**src/hdl/vrx_pkg.sv**
```systemverilog
package vrx_pkg;

  // fixed-point and field widths
  localparam int unsigned FracBits  = 16;
  localparam int unsigned TimeInW   = 62;
  localparam int unsigned TimeW     = 64;
  localparam int unsigned CountW    = 32;
  localparam int unsigned FrameW    = 48;
  localparam int unsigned DrainW    = 40;
  localparam int unsigned OffW      = 30;
  localparam int unsigned DeltaW    = TimeW - FracBits;
  localparam int unsigned DvdW      = TimeInW + FracBits;
  localparam int unsigned CntW      = 7;
  localparam int unsigned CfgIdxW   = 3;
  localparam int unsigned CfgDataW  = 48;
  localparam int unsigned InDataW   = 64;
  localparam int unsigned OutDataW  = 80;

  // reset values of the registers
  localparam logic [FrameW-1:0] FramePeriodRst = 48'd1093358933312;
  localparam logic [DrainW-1:0] DrainPeriodRst = 40'd486539264;

  // register indexes
  localparam logic [CfgIdxW-1:0] RegFramePeriod = 3'd0;
  localparam logic [CfgIdxW-1:0] RegDrainPeriod = 3'd1;
  localparam logic [CfgIdxW-1:0] RegIdealOffset = 3'd2;
  localparam logic [CfgIdxW-1:0] RegStartMode   = 3'd3;
  localparam logic [CfgIdxW-1:0] RegOvrEnable   = 3'd4;
  localparam logic [CfgIdxW-1:0] RegOvrOffset   = 3'd5;

  // step counts of the shared shift-subtract unit and the multiplier
  localparam logic [CntW-1:0] ModSteps = CntW'(DvdW - 1);
  localparam logic [CntW-1:0] DivSteps = CntW'(TimeW - 1);
  localparam logic [CntW-1:0] MulSteps = CntW'(CountW - 1);

  typedef enum logic [6:0] {
    StIdle  = 7'b0000001,
    StMod   = 7'b0000010,
    StMul   = 7'b0000100,
    StSet   = 7'b0001000,
    StDInit = 7'b0010000,
    StDiv   = 7'b0100000,
    StFin   = 7'b1000000
  } vrx_state_e;

  typedef struct packed {
    logic load;
    logic mod_init;
    logic mul_init;
    logic step;
    logic mul_step;
    logic set_start;
    logic div_init;
    logic out_load;
  } vrx_cmd_t;

  typedef struct packed {
    logic mode;
    logic cnt_last;
  } vrx_stat_t;

endpackage

```
**src/hdl/vrx_dp.sv**
```systemverilog
module vrx_dp (
  input  logic                                 clk_i,
  input  logic                                 rst_ni,
  input  logic                                 cfg_we_i,
  input  logic [vrx_pkg::CfgIdxW-1:0]          cfg_idx_i,
  input  logic [vrx_pkg::CfgDataW-1:0]         cfg_data_i,
  input  logic [vrx_pkg::TimeInW-1:0]          in_time_i,
  input  logic                                 in_fs_i,
  input  vrx_pkg::vrx_cmd_t                    cmd_i,
  output vrx_pkg::vrx_stat_t                   stat_o,
  output logic signed [vrx_pkg::CountW-1:0]    level_o,
  output logic signed [vrx_pkg::DeltaW-1:0]    delta_o,
  output logic                                 delta_valid_o
);

  localparam int unsigned TW = vrx_pkg::TimeW;
  localparam int unsigned CW = vrx_pkg::CountW;
  localparam int unsigned FW = vrx_pkg::FrameW;

  // saturation bounds of the level sum
  localparam logic signed [CW+2:0] SumMax = $signed({3'b000, 1'b0, {(CW-1){1'b1}}});
  localparam logic signed [CW+2:0] SumMin = $signed({3'b111, 1'b1, {(CW-1){1'b0}}});

  // configuration registers
  logic [FW-1:0]                  frame_q;
  logic [vrx_pkg::DrainW-1:0]     drain_q;
  logic [vrx_pkg::OffW-1:0]       ideal_q, ovr_q;
  logic                           mode_q, ovr_en_q;

  always_ff @(posedge clk_i or negedge rst_ni) begin
    if (!rst_ni) begin
      frame_q  <= vrx_pkg::FramePeriodRst;
      drain_q  <= vrx_pkg::DrainPeriodRst;
      ideal_q  <= '0;
      ovr_q    <= '0;
      mode_q   <= 1'b0;
      ovr_en_q <= 1'b0;
    end else if (cfg_we_i) begin
      unique case (cfg_idx_i)
        vrx_pkg::RegFramePeriod: frame_q  <= cfg_data_i[FW-1:0];
        vrx_pkg::RegDrainPeriod: drain_q  <= cfg_data_i[vrx_pkg::DrainW-1:0];
        vrx_pkg::RegIdealOffset: ideal_q  <= cfg_data_i[vrx_pkg::OffW-1:0];
        vrx_pkg::RegStartMode:   mode_q   <= cfg_data_i[0];
        vrx_pkg::RegOvrEnable:   ovr_en_q <= cfg_data_i[0];
        vrx_pkg::RegOvrOffset:   ovr_q    <= cfg_data_i[vrx_pkg::OffW-1:0];
        default: ;
      endcase
    end
  end

  // zero periods count as one
  logic [FW-1:0]              p_eff;
  logic [vrx_pkg::DrainW-1:0] d_eff;
  assign p_eff = (frame_q == '0) ? FW'(1) : frame_q;
  assign d_eff = (drain_q == '0) ? vrx_pkg::DrainW'(1) : drain_q;

  // item and stream state
  logic [TW-1:0]      tq_q, start_q, first_q;
  logic               fs_q, first_seen_q, neg_q, div_sel_q;
  logic [CW-1:0]      frames_q;
  logic signed [CW-1:0] level_prev_q, drained_prev_q;

  // shared shift-subtract unit: remainder of t*2^16 by the frame period,
  // then the drain count quotient
  logic [vrx_pkg::DvdW-1:0] dvd_q;
  logic [FW-1:0]            rem_q;
  logic [FW:0]              rem2, divisor;
  logic                     ge;
  logic [vrx_pkg::CntW-1:0] cnt_q;

  assign divisor = div_sel_q ? (FW+1)'(d_eff) : {1'b0, p_eff};
  assign rem2    = {rem_q, dvd_q[vrx_pkg::DvdW-1]};
  assign ge      = (rem2 >= divisor);

  // serial multiplier for first-packet anchored start
  logic [TW-1:0] acc_q, mcand_q;
  logic [CW-1:0] mplier_q;

  // division operand setup
  logic [TW-1:0]   x;
  logic [TW:0]     s, s_neg;
  logic [TW-1:0]   n;
  assign x     = tq_q - start_q;
  assign s     = {x[TW-1], x} + (TW+1)'(d_eff);
  assign s_neg = -s;
  assign n     = s[TW] ? s_neg[TW-1:0] : s[TW-1:0];

  // drain start for a frame start packet
  logic [TW-1:0] start_new;
  logic [vrx_pkg::OffW-1:0] off;
  assign off = ovr_en_q ? ovr_q : ideal_q;
  always_comb begin
    if (mode_q) start_new = first_q + acc_q;
    else start_new = tq_q - TW'(rem_q) + (TW'(off) << vrx_pkg::FracBits);
  end

  // saturated drain count and level
  logic [TW-1:0]          q;
  logic signed [CW-1:0]   drained, lp, dp;
  logic signed [CW+2:0]   lsum;
  logic signed [CW-1:0]   level;
  logic [TW-1:0]          u;
  assign q = dvd_q[TW-1:0];
  always_comb begin
    if (!neg_q) begin
      drained = (q[TW-1:CW-1] != '0) ? {1'b0, {(CW-1){1'b1}}} : q[CW-1:0];
    end else begin
      drained = (q > (TW'(1) << (CW-1))) ? {1'b1, {(CW-1){1'b0}}} : -q[CW-1:0];
    end
    lp   = fs_q ? '0 : level_prev_q;
    dp   = fs_q ? '0 : drained_prev_q;
    lsum = (CW+3)'(lp) + (CW+3)'(1) - (CW+3)'(drained) + (CW+3)'(dp);
    if (lsum > SumMax) level = {1'b0, {(CW-1){1'b1}}};
    else if (lsum < SumMin) level = {1'b1, {(CW-1){1'b0}}};
    else level = lsum[CW-1:0];
  end
  assign u = start_q - tq_q;

  // control state
  always_ff @(posedge clk_i or negedge rst_ni) begin
    if (!rst_ni) begin
      start_q        <= '0;
      first_q        <= '0;
      first_seen_q   <= 1'b0;
      frames_q       <= '0;
      level_prev_q   <= '0;
      drained_prev_q <= '0;
      cnt_q          <= '0;
    end else begin
      if (cmd_i.load && in_fs_i) frames_q <= frames_q + CW'(1);
      if (cmd_i.mul_init && !first_seen_q) begin
        first_q      <= {in_time_i[TW-vrx_pkg::FracBits-1:0], {vrx_pkg::FracBits{1'b0}}};
        first_seen_q <= 1'b1;
      end
      if (cmd_i.set_start) start_q <= start_new;
      if (cmd_i.mod_init) cnt_q <= vrx_pkg::ModSteps;
      else if (cmd_i.mul_init) cnt_q <= vrx_pkg::MulSteps;
      else if (cmd_i.div_init) cnt_q <= vrx_pkg::DivSteps;
      else if (cmd_i.step || cmd_i.mul_step) cnt_q <= cnt_q - vrx_pkg::CntW'(1);
      if (cmd_i.out_load) begin
        level_prev_q   <= level;
        drained_prev_q <= drained;
      end
    end
  end

  // payload registers
  always_ff @(posedge clk_i) begin
    if (cmd_i.load) begin
      tq_q <= {in_time_i[TW-vrx_pkg::FracBits-1:0], {vrx_pkg::FracBits{1'b0}}};
      fs_q <= in_fs_i;
    end
    if (cmd_i.mod_init) begin
      dvd_q     <= {in_time_i, {vrx_pkg::FracBits{1'b0}}};
      rem_q     <= '0;
      div_sel_q <= 1'b0;
    end else if (cmd_i.div_init) begin
      dvd_q     <= {n, {(vrx_pkg::DvdW-TW){1'b0}}};
      rem_q     <= '0;
      div_sel_q <= 1'b1;
      neg_q     <= s[TW];
    end else if (cmd_i.step) begin
      dvd_q <= {dvd_q[vrx_pkg::DvdW-2:0], ge};
      rem_q <= ge ? FW'(rem2 - divisor) : rem2[FW-1:0];
    end
    if (cmd_i.mul_init) begin
      acc_q    <= '0;
      mcand_q  <= TW'(p_eff);
      mplier_q <= frames_q;
    end else if (cmd_i.mul_step) begin
      if (mplier_q[0]) acc_q <= acc_q + mcand_q;
      mcand_q  <= mcand_q << 1;
      mplier_q <= mplier_q >> 1;
    end
    if (cmd_i.out_load) begin
      level_o       <= level;
      delta_o       <= fs_q ? u[TW-1:vrx_pkg::FracBits] : '0;
      delta_valid_o <= fs_q;
    end
  end

  assign stat_o.mode     = mode_q;
  assign stat_o.cnt_last = (cnt_q == '0);

endmodule

```
**config.mk**
```make
export PLATFORM = sky130hd
export DESIGN_NAME = vrx_dp
export DESIGN_NICKNAME = d
export VERILOG_FILES = /design/src/hdl/vrx_pkg.sv /design/src/hdl/vrx_dp.sv
export SDC_FILE = /design/constraint.sdc
export NUM_CORES = 2
export LEC_CHECK = 0
export BUFFER_PORTS_ARGS = -buffer_cell sky130_fd_sc_hd__buf_2
export CAP_MARGIN = 20
export CORE_MARGIN = 2
export CORE_UTILIZATION = 35
export CTS_CLUSTER_SIZE = 14
export DETAILED_ROUTE_END_ITERATION = 8
export GPL_TIMING_DRIVEN = 0
export SLEW_MARGIN = 10
export SYNTH_ARGS = -nofsm -noshare
export SYNTH_HDL_FRONTEND = slang
export SYNTH_SLANG_ARGS = --single-unit
```
**constraint.sdc**
```tcl
create_clock -name clk_i -period 11.9 [get_ports clk_i]
set_clock_uncertainty 0.2 [all_clocks]
set_input_delay 0.595 -clock clk_i [delete_from_list [all_inputs] [get_ports clk_i]]
set_output_delay 0.595 -clock clk_i [all_outputs]
set_load 0.01 [all_outputs]
```
# After elaboration in Yosys (flattened, before gate mapping)
# Index checks and enable logic that the tools add are counted.
[classes] addsub=15 n_lt_le_gt_ge=4 eq_ne=5 muxes=25 n_bitwise=1 n_reduce_logical=22
[op_table] op="$mux 32" count=9
[op_table] op="$mux 48" count=5
[op_table] op="$mux 78" count=3
[op_table] op="$add 64x64->64" count=2
[op_table] op="$mux 64" count=2
[op_table] op="$sub 64x64->64" count=2
[op_table] op="$add 64x41->65" count=1
[op_table] op="$add 64x46->64" count=1
[op_table] op="$gt 64x32->1 const B" count=1
[op_table] op="$neg 64->64" count=1
[op_table] op="$sub 64x48->64" count=1
[op_table] op="$ge 49x48->1" count=1
[op_table] op="$logic_not 48->1" count=1
[op_table] op="$sub 48x48->48" count=1
[op_table] op="$logic_not 40->1" count=1
[op_table] op="$mux 40" count=1
[op_table] op="$add 34x32->35" count=1
[op_table] op="$gt 35x32->1 const B" count=1
[op_table] op="$lt 35x32->1 const B" count=1
[op_table] op="$sub 33x32->34" count=1
[op_table] op="$add 32x2->33 const B" count=1
[op_table] op="$reduce_bool 33->1" count=1
[op_table] op="$add 32x1->32 const B" count=1
[op_table] op="$neg 32->32" count=1
[op_table] op="other kinds (17)" count=31
[word_totals] reg_bits=784 in_bits=125

# Logic depth before layout (Yosys ltp)
[logic_depth] depth_word=8 depth_mapped=33 depth_no_buf=32

# Worst setup path before layout
# No wires, ideal clock.
[synth_timing] path_kind="register to register" start="reg dvd_q[0] (netlist name)" end="reg level_o[10] (netlist name), data pin" arrival_ns=7.805 setup_slack_ns=3.628 path_stages_with_launch=34 path_buffers=2 period_less_slack_ns=8.272 cell_sequence="dfxtp_1 > inv_1 > ha_1 > or3b_1 > or4_1 > and4bb_1 > nand4_1 > or3_1 > or3_1 > or3_1 > o41ai_2 > nand2_1 > inv_2 > nand2_2 > clkbuf_1 > o31ai_1 > a21oi_1 > fa_1 > ha_1 > nor2b_1 > o21ai_0 > a21boi_0 > o21a_1 > o21ai_0 > a21oi_1 > a31oi_1 > o21a_1 > o211a_1 > nor2_1 > and4b_1 > or3_1 > a31oi_1 > clkbuf_1 > nand2_1"
[synth_via] elab_chain_cells=8 elab_cells_between_ends=11
[synth_lines] item="start: declaration" line="vrx_dp.sv:65" source="logic [vrx_pkg::DvdW-1:0] dvd_q;"
[synth_lines] item="start signal: assignment" line="vrx_dp.sv:154" source="dvd_q <= {in_time_i, {vrx_pkg::FracBits{1'b0}}};"
[synth_lines] item="start signal: assignment" line="vrx_dp.sv:158" source="dvd_q <= {n, {(vrx_pkg::DvdW-TW){1'b0}}};"
[synth_lines] item="start signal: assignment" line="vrx_dp.sv:163" source="dvd_q <= {dvd_q[vrx_pkg::DvdW-2:0], ge};"
[synth_lines] item="$gt 64x32->1 or $neg 32->32 (tied branches)" line="vrx_dp.sv:108" source="drained = (q > (TW'(1) << (CW-1))) ? {1'b1, {(CW-1){1'b0}}} : -q[CW-1:0];"
[synth_lines] item="$mux 32" line="vrx_dp.sv:108"
[synth_lines] item="$mux 32 (*)" line="vrx_dp.sv:105" source="if (!neg_q) begin"
[synth_lines] item="$sub 33x32->34 (*)" line="vrx_dp.sv:112" source="lsum = (CW+3)'(lp) + (CW+3)'(1) - (CW+3)'(drained) + (CW+3)'(dp);"
[synth_lines] item="$add 34x32->35 (*)" line="vrx_dp.sv:112"
[synth_lines] item="$lt 35x32->1" line="vrx_dp.sv:114" source="else if (lsum < SumMin) level = {1'b1, {(CW-1){1'b0}}};"
[synth_lines] item="$mux 32" line="vrx_dp.sv:114"
[synth_lines] item="$mux 32 (*)" line="vrx_dp.sv:113" source="if (lsum > SumMax) level = {1'b0, {(CW-1){1'b1}}};"
[synth_lines] item="named net level[10]" line="vrx_dp.sv:101" source="logic signed [CW-1:0] level;"
[synth_lines] item="end signal: assignment" line="vrx_dp.sv:176" source="level_o <= level;"
[synth_lines] item="end: declaration" line="vrx_dp.sv:11" source="output logic signed [vrx_pkg::CountW-1:0] level_o,"
# The timed path passes the listed nets; every way through them passes the cells marked *.
# A chain may end at the register's enable or synchronous reset.

# Worst setup path after layout
[layout_timing] start="reg dvd_q[0] (netlist name)" end="reg level_o[6] (netlist name), data pin"
# Same word-level chain as after synthesis.

==> impl_metrics.tcl <==
set metrics [dict create \
    routed.top_layer "met5" \
    fin_crit_sh_pct 91.5 \
    place.gp.congestion 1.03 \
    cp.required_ps 12150 \
    drc 0 \
    fmax_mhz 91.8 \
    setup.worst_path.start_class "flop" \
    reg2reg_from "dvd_q[0]" \
    wl_per_cell_um 23.5 \
    cts-root-buf "clkbuf_16" \
    post-synth-top-area-cell "dfrtp_1" \
    slew_headroom_pct 14.5 \
    final-hold-violation-count 0 \
    syn_area_sq_mm 0.0580 \
    reg2reg_depth 33 \
    met2_length_mm 93.1 \
    synthTopCellsByCount "nand2_1 (558), a21oi_1 (525), nor2_1 (417), o21ai_0 (383), ha_1 (381)" \
    setup_viol 0 \
    p_per_area_mw_per_mm2 257 \
    synth.avg_cell_area_sq_um 9.10 \
    rrSetupSlack_ps 1010 \
    finalSetupTns_ps 0 \
    cts_tree "done" \
    grt_remaining_overflow 0 \
    worstPathMaxFanout 10 \
    endpoint_kind "flop" \
    drive_above_1_share_pct 11.7 \
    synthFlopType "dfrtp_1" \
    synth_most_common_cell "nand2_1" \
    cp_common_cell "or3_1" \
    via_per_inst 5.58 \
    final_area_sq_mm 0.0665 \
    dieArea_sq_mm 0.169 \
    hp-class "input pin to flop" \
    die_w_um 411 \
    cp_slowest_cell "a31oi_2" \
    first_global_vias 48392 \
    p_total_mw 17.1 \
    min_to "dvd_q[65]" \
    slowest_delay_ps 670 \
    seq_area_frac_synth_pct 35.0 \
    core_sq_mm 0.165 \
    io_pins 208 \
    clk_latency_ps 760 \
    drt-pass1-iter-count 6 \
    dp_hpwl_mm 174 \
    htree_levels 3 \
    status "complete, no violations" \
    grt_pass1_wl_mm 311 \
    dpl_cell_area_sq_mm 0.0620 \
    rows 149 \
    hold_depth 3 \
    drt.antenna.violating_nets 0 \
    fin_nets 7363 \
    vias 50610 \
    wl_met1_mm 93.2 \
    max-cap-violations 0 \
    syn_to_final_growth_pct 14.5 \
    min-delay-start "in_time_i[49]" \
    worstReg2RegEnd "level_o[6]" \
    clk_transition_reported_paths_ps 60 \
    drv_slew 0 \
    async_reset_ff_share_pct 46.7 \
    ys_types 109 \
    post_cts_buffers 0 \
    post-route-min-period_ps 10890 \
    wl_met3_mm 14.6 \
    synth-seq-cells 784 \
    synthCells 6377 \
    rsz0062_at_grt "false" \
    finalWirelength_mm 213 \
    clockBufferDepth 3 \
    grt_max_degree 106 \
    arrival_ps 11140 \
    synth_nets 6950 \
    critical_path_class "flop to flop" \
    grt_usage_pct 24.5 \
    drtIter0Drc 4633 \
    port_buffers 204 \
    synth_enable_flop_cells 273 \
    p_leak_nw 28.8 \
    die_h_um 411 \
    tightest_slew_ps 1270 \
    ys_warn_count 0 \
    synthTopCellsByArea "dfrtp_1 (15%), edfxtp_1 (14%), ha_1 (8.2%), mux2_2 (5.9%), dfxtp_1 (5.0%)" \
    initial_core_util_pct 35.2 \
    grt_antenna_before_repair 30 \
    clock-sinks 784 \
    max-vdd-ir-drop_v 0.000266 \
    synth_top_area_share_pct 14.8 \
    numCtsBuffers 93 \
]
## cell type report
cell class,instances,area [sq um]
Tap cell,2189,2740
Inverter,330,1240
Clock buffer,126,2720
Clock inverter,47,639
Timing Repair Buffer,318,2290
Buffer,325,1250
Multi-Input combinational cell,4938,35300
Sequential cell,784,20300
Fill cell,16471,98300
Antenna cell,12,30.0
## layer usage
layer,vias up,global-route usage (%)
li1,23927,-
met1,24504,33.1
met2,1764,38.0
met3,403,3.64
met4,12,12.5
met5,-,0
## placed cells by master (no fill, tap or decap), types with 51 or more instances in the layout
cell | netlist | routed
a211oi_1 | 51 | 51
a21o_1 | 260 | 260
a21oi_1 | 525 | 525
a22oi_1 | 53 | 53
a31oi_1 | 90 | 89
and2_1 | 65 | 65
and3_1 | 53 | 53
buf_2 | 9 | 210
clkbuf_1 | 281 | 287
clkbuf_16 | 0 | 99
dfrtp_1 | 344 | 344
dfxtp_1 | 145 | 145
dlygate4sd3_1 | 0 | 103
edfxtp_1 | 273 | 273
fa_1 | 67 | 67
ha_1 | 381 | 381
inv_1 | 326 | 325
mux2_2 | 304 | 304
mux2i_1 | 162 | 162
nand2_1 | 558 | 558
nand2b_1 | 112 | 112
nand3_1 | 109 | 109
nand4_1 | 77 | 77
nor2_1 | 417 | 417
nor2b_1 | 65 | 65
nor3_1 | 113 | 113
nor4_1 | 60 | 60
o21ai_0 | 383 | 383
o21bai_1 | 52 | 52
xnor2_1 | 283 | 283
xor2_1 | 163 | 163
## critical path: cells and delay by family, from the launching register on
kind	cells	cell delay, ps
and+or+nand+nor	14	4020
buffers and inverters	4	1230
DFF	1	390
adders and majority gates	3	1030
AOI/OAI and AO/OA	12	3720
## where the power goes
part	internal [mW]	total (mW)	switching, mW
Combinational	3.68	9.79	6.10
Sequential	3.57	4.18	0.606
Clock	1.86	3.13	1.27
## how the worst max path moves through the flow
| stage | startpoint | end |
|---|---|---|
| global placement | dvd_q[0] | level_o[2] |
| detailed placement | dvd_q[0] | level_o[6] |
| CTS | dvd_q[0] | level_o[6] |
| floorplan | dvd_q[0] | level_o[10] |
| global route | dvd_q[0] | level_o[4] |
| finish | dvd_q[0] | level_o[6] |
## repair_timing
| action | 4_1_cts | 5_1_grt |
|---|---|---|
| endpoints found under the hold margin | 264 | 0 |
| resized for setup | 0 | 0 |
| hold buffers | 103 | 0 |
| setup endpoints to repair | 0 | 0 |
## logic make-up (layout without fill, tap and decap cells)
group / after synthesis / after routing / share of synthesized area [%]
multiplexers: 466 / 466 / 8.69
XOR/XNOR: 447 / 447 / 6.76
AO/OA/AOI/OAI: 1778 / 1778 / 19.5
flip-flops: 784 / 784 / 35.0
AND/OR/NAND/NOR: 1799 / 1799 / 15.3
buffers and inverters: 655 / 1146 / 4.27
other: 0 / 12 / 0
adder cells (fa/ha/maj): 448 / 448 / 10.5
## sequential cells by signal, summed over array words and instances, names as in the netlist, 32 cells and up
name            cells
frame_q            48
start_q            64
dvd_q              78
tq_q               48
first_q            48
rem_q              48
frames_q           32
delta_o            48
mcand_q            64
level_prev_q       32
acc_q              64
level_o            32
drained_prev_q     32
drain_q            40
mplier_q           32
## through the flow
| stage | hold WS (ps) | utilization (%) | std cells | setup WS [ps] |
|---|---|---|---|---|
| global route | 13.2 | 40.3 | 9060 | 181 |
| detailed placement | 255 | 37.6 | 8781 | 940 |
| CTS | 6.15 | 40.3 | 9057 | 931 |
| finish | 52.1 | 40.3 | 9069 | 1010 |
| floorplan | 99.4 | - | 6377 | 3630 |
| global placement | 242 | 37.5 | 8770 | 806 |
(Power assumes the default switching activity.)
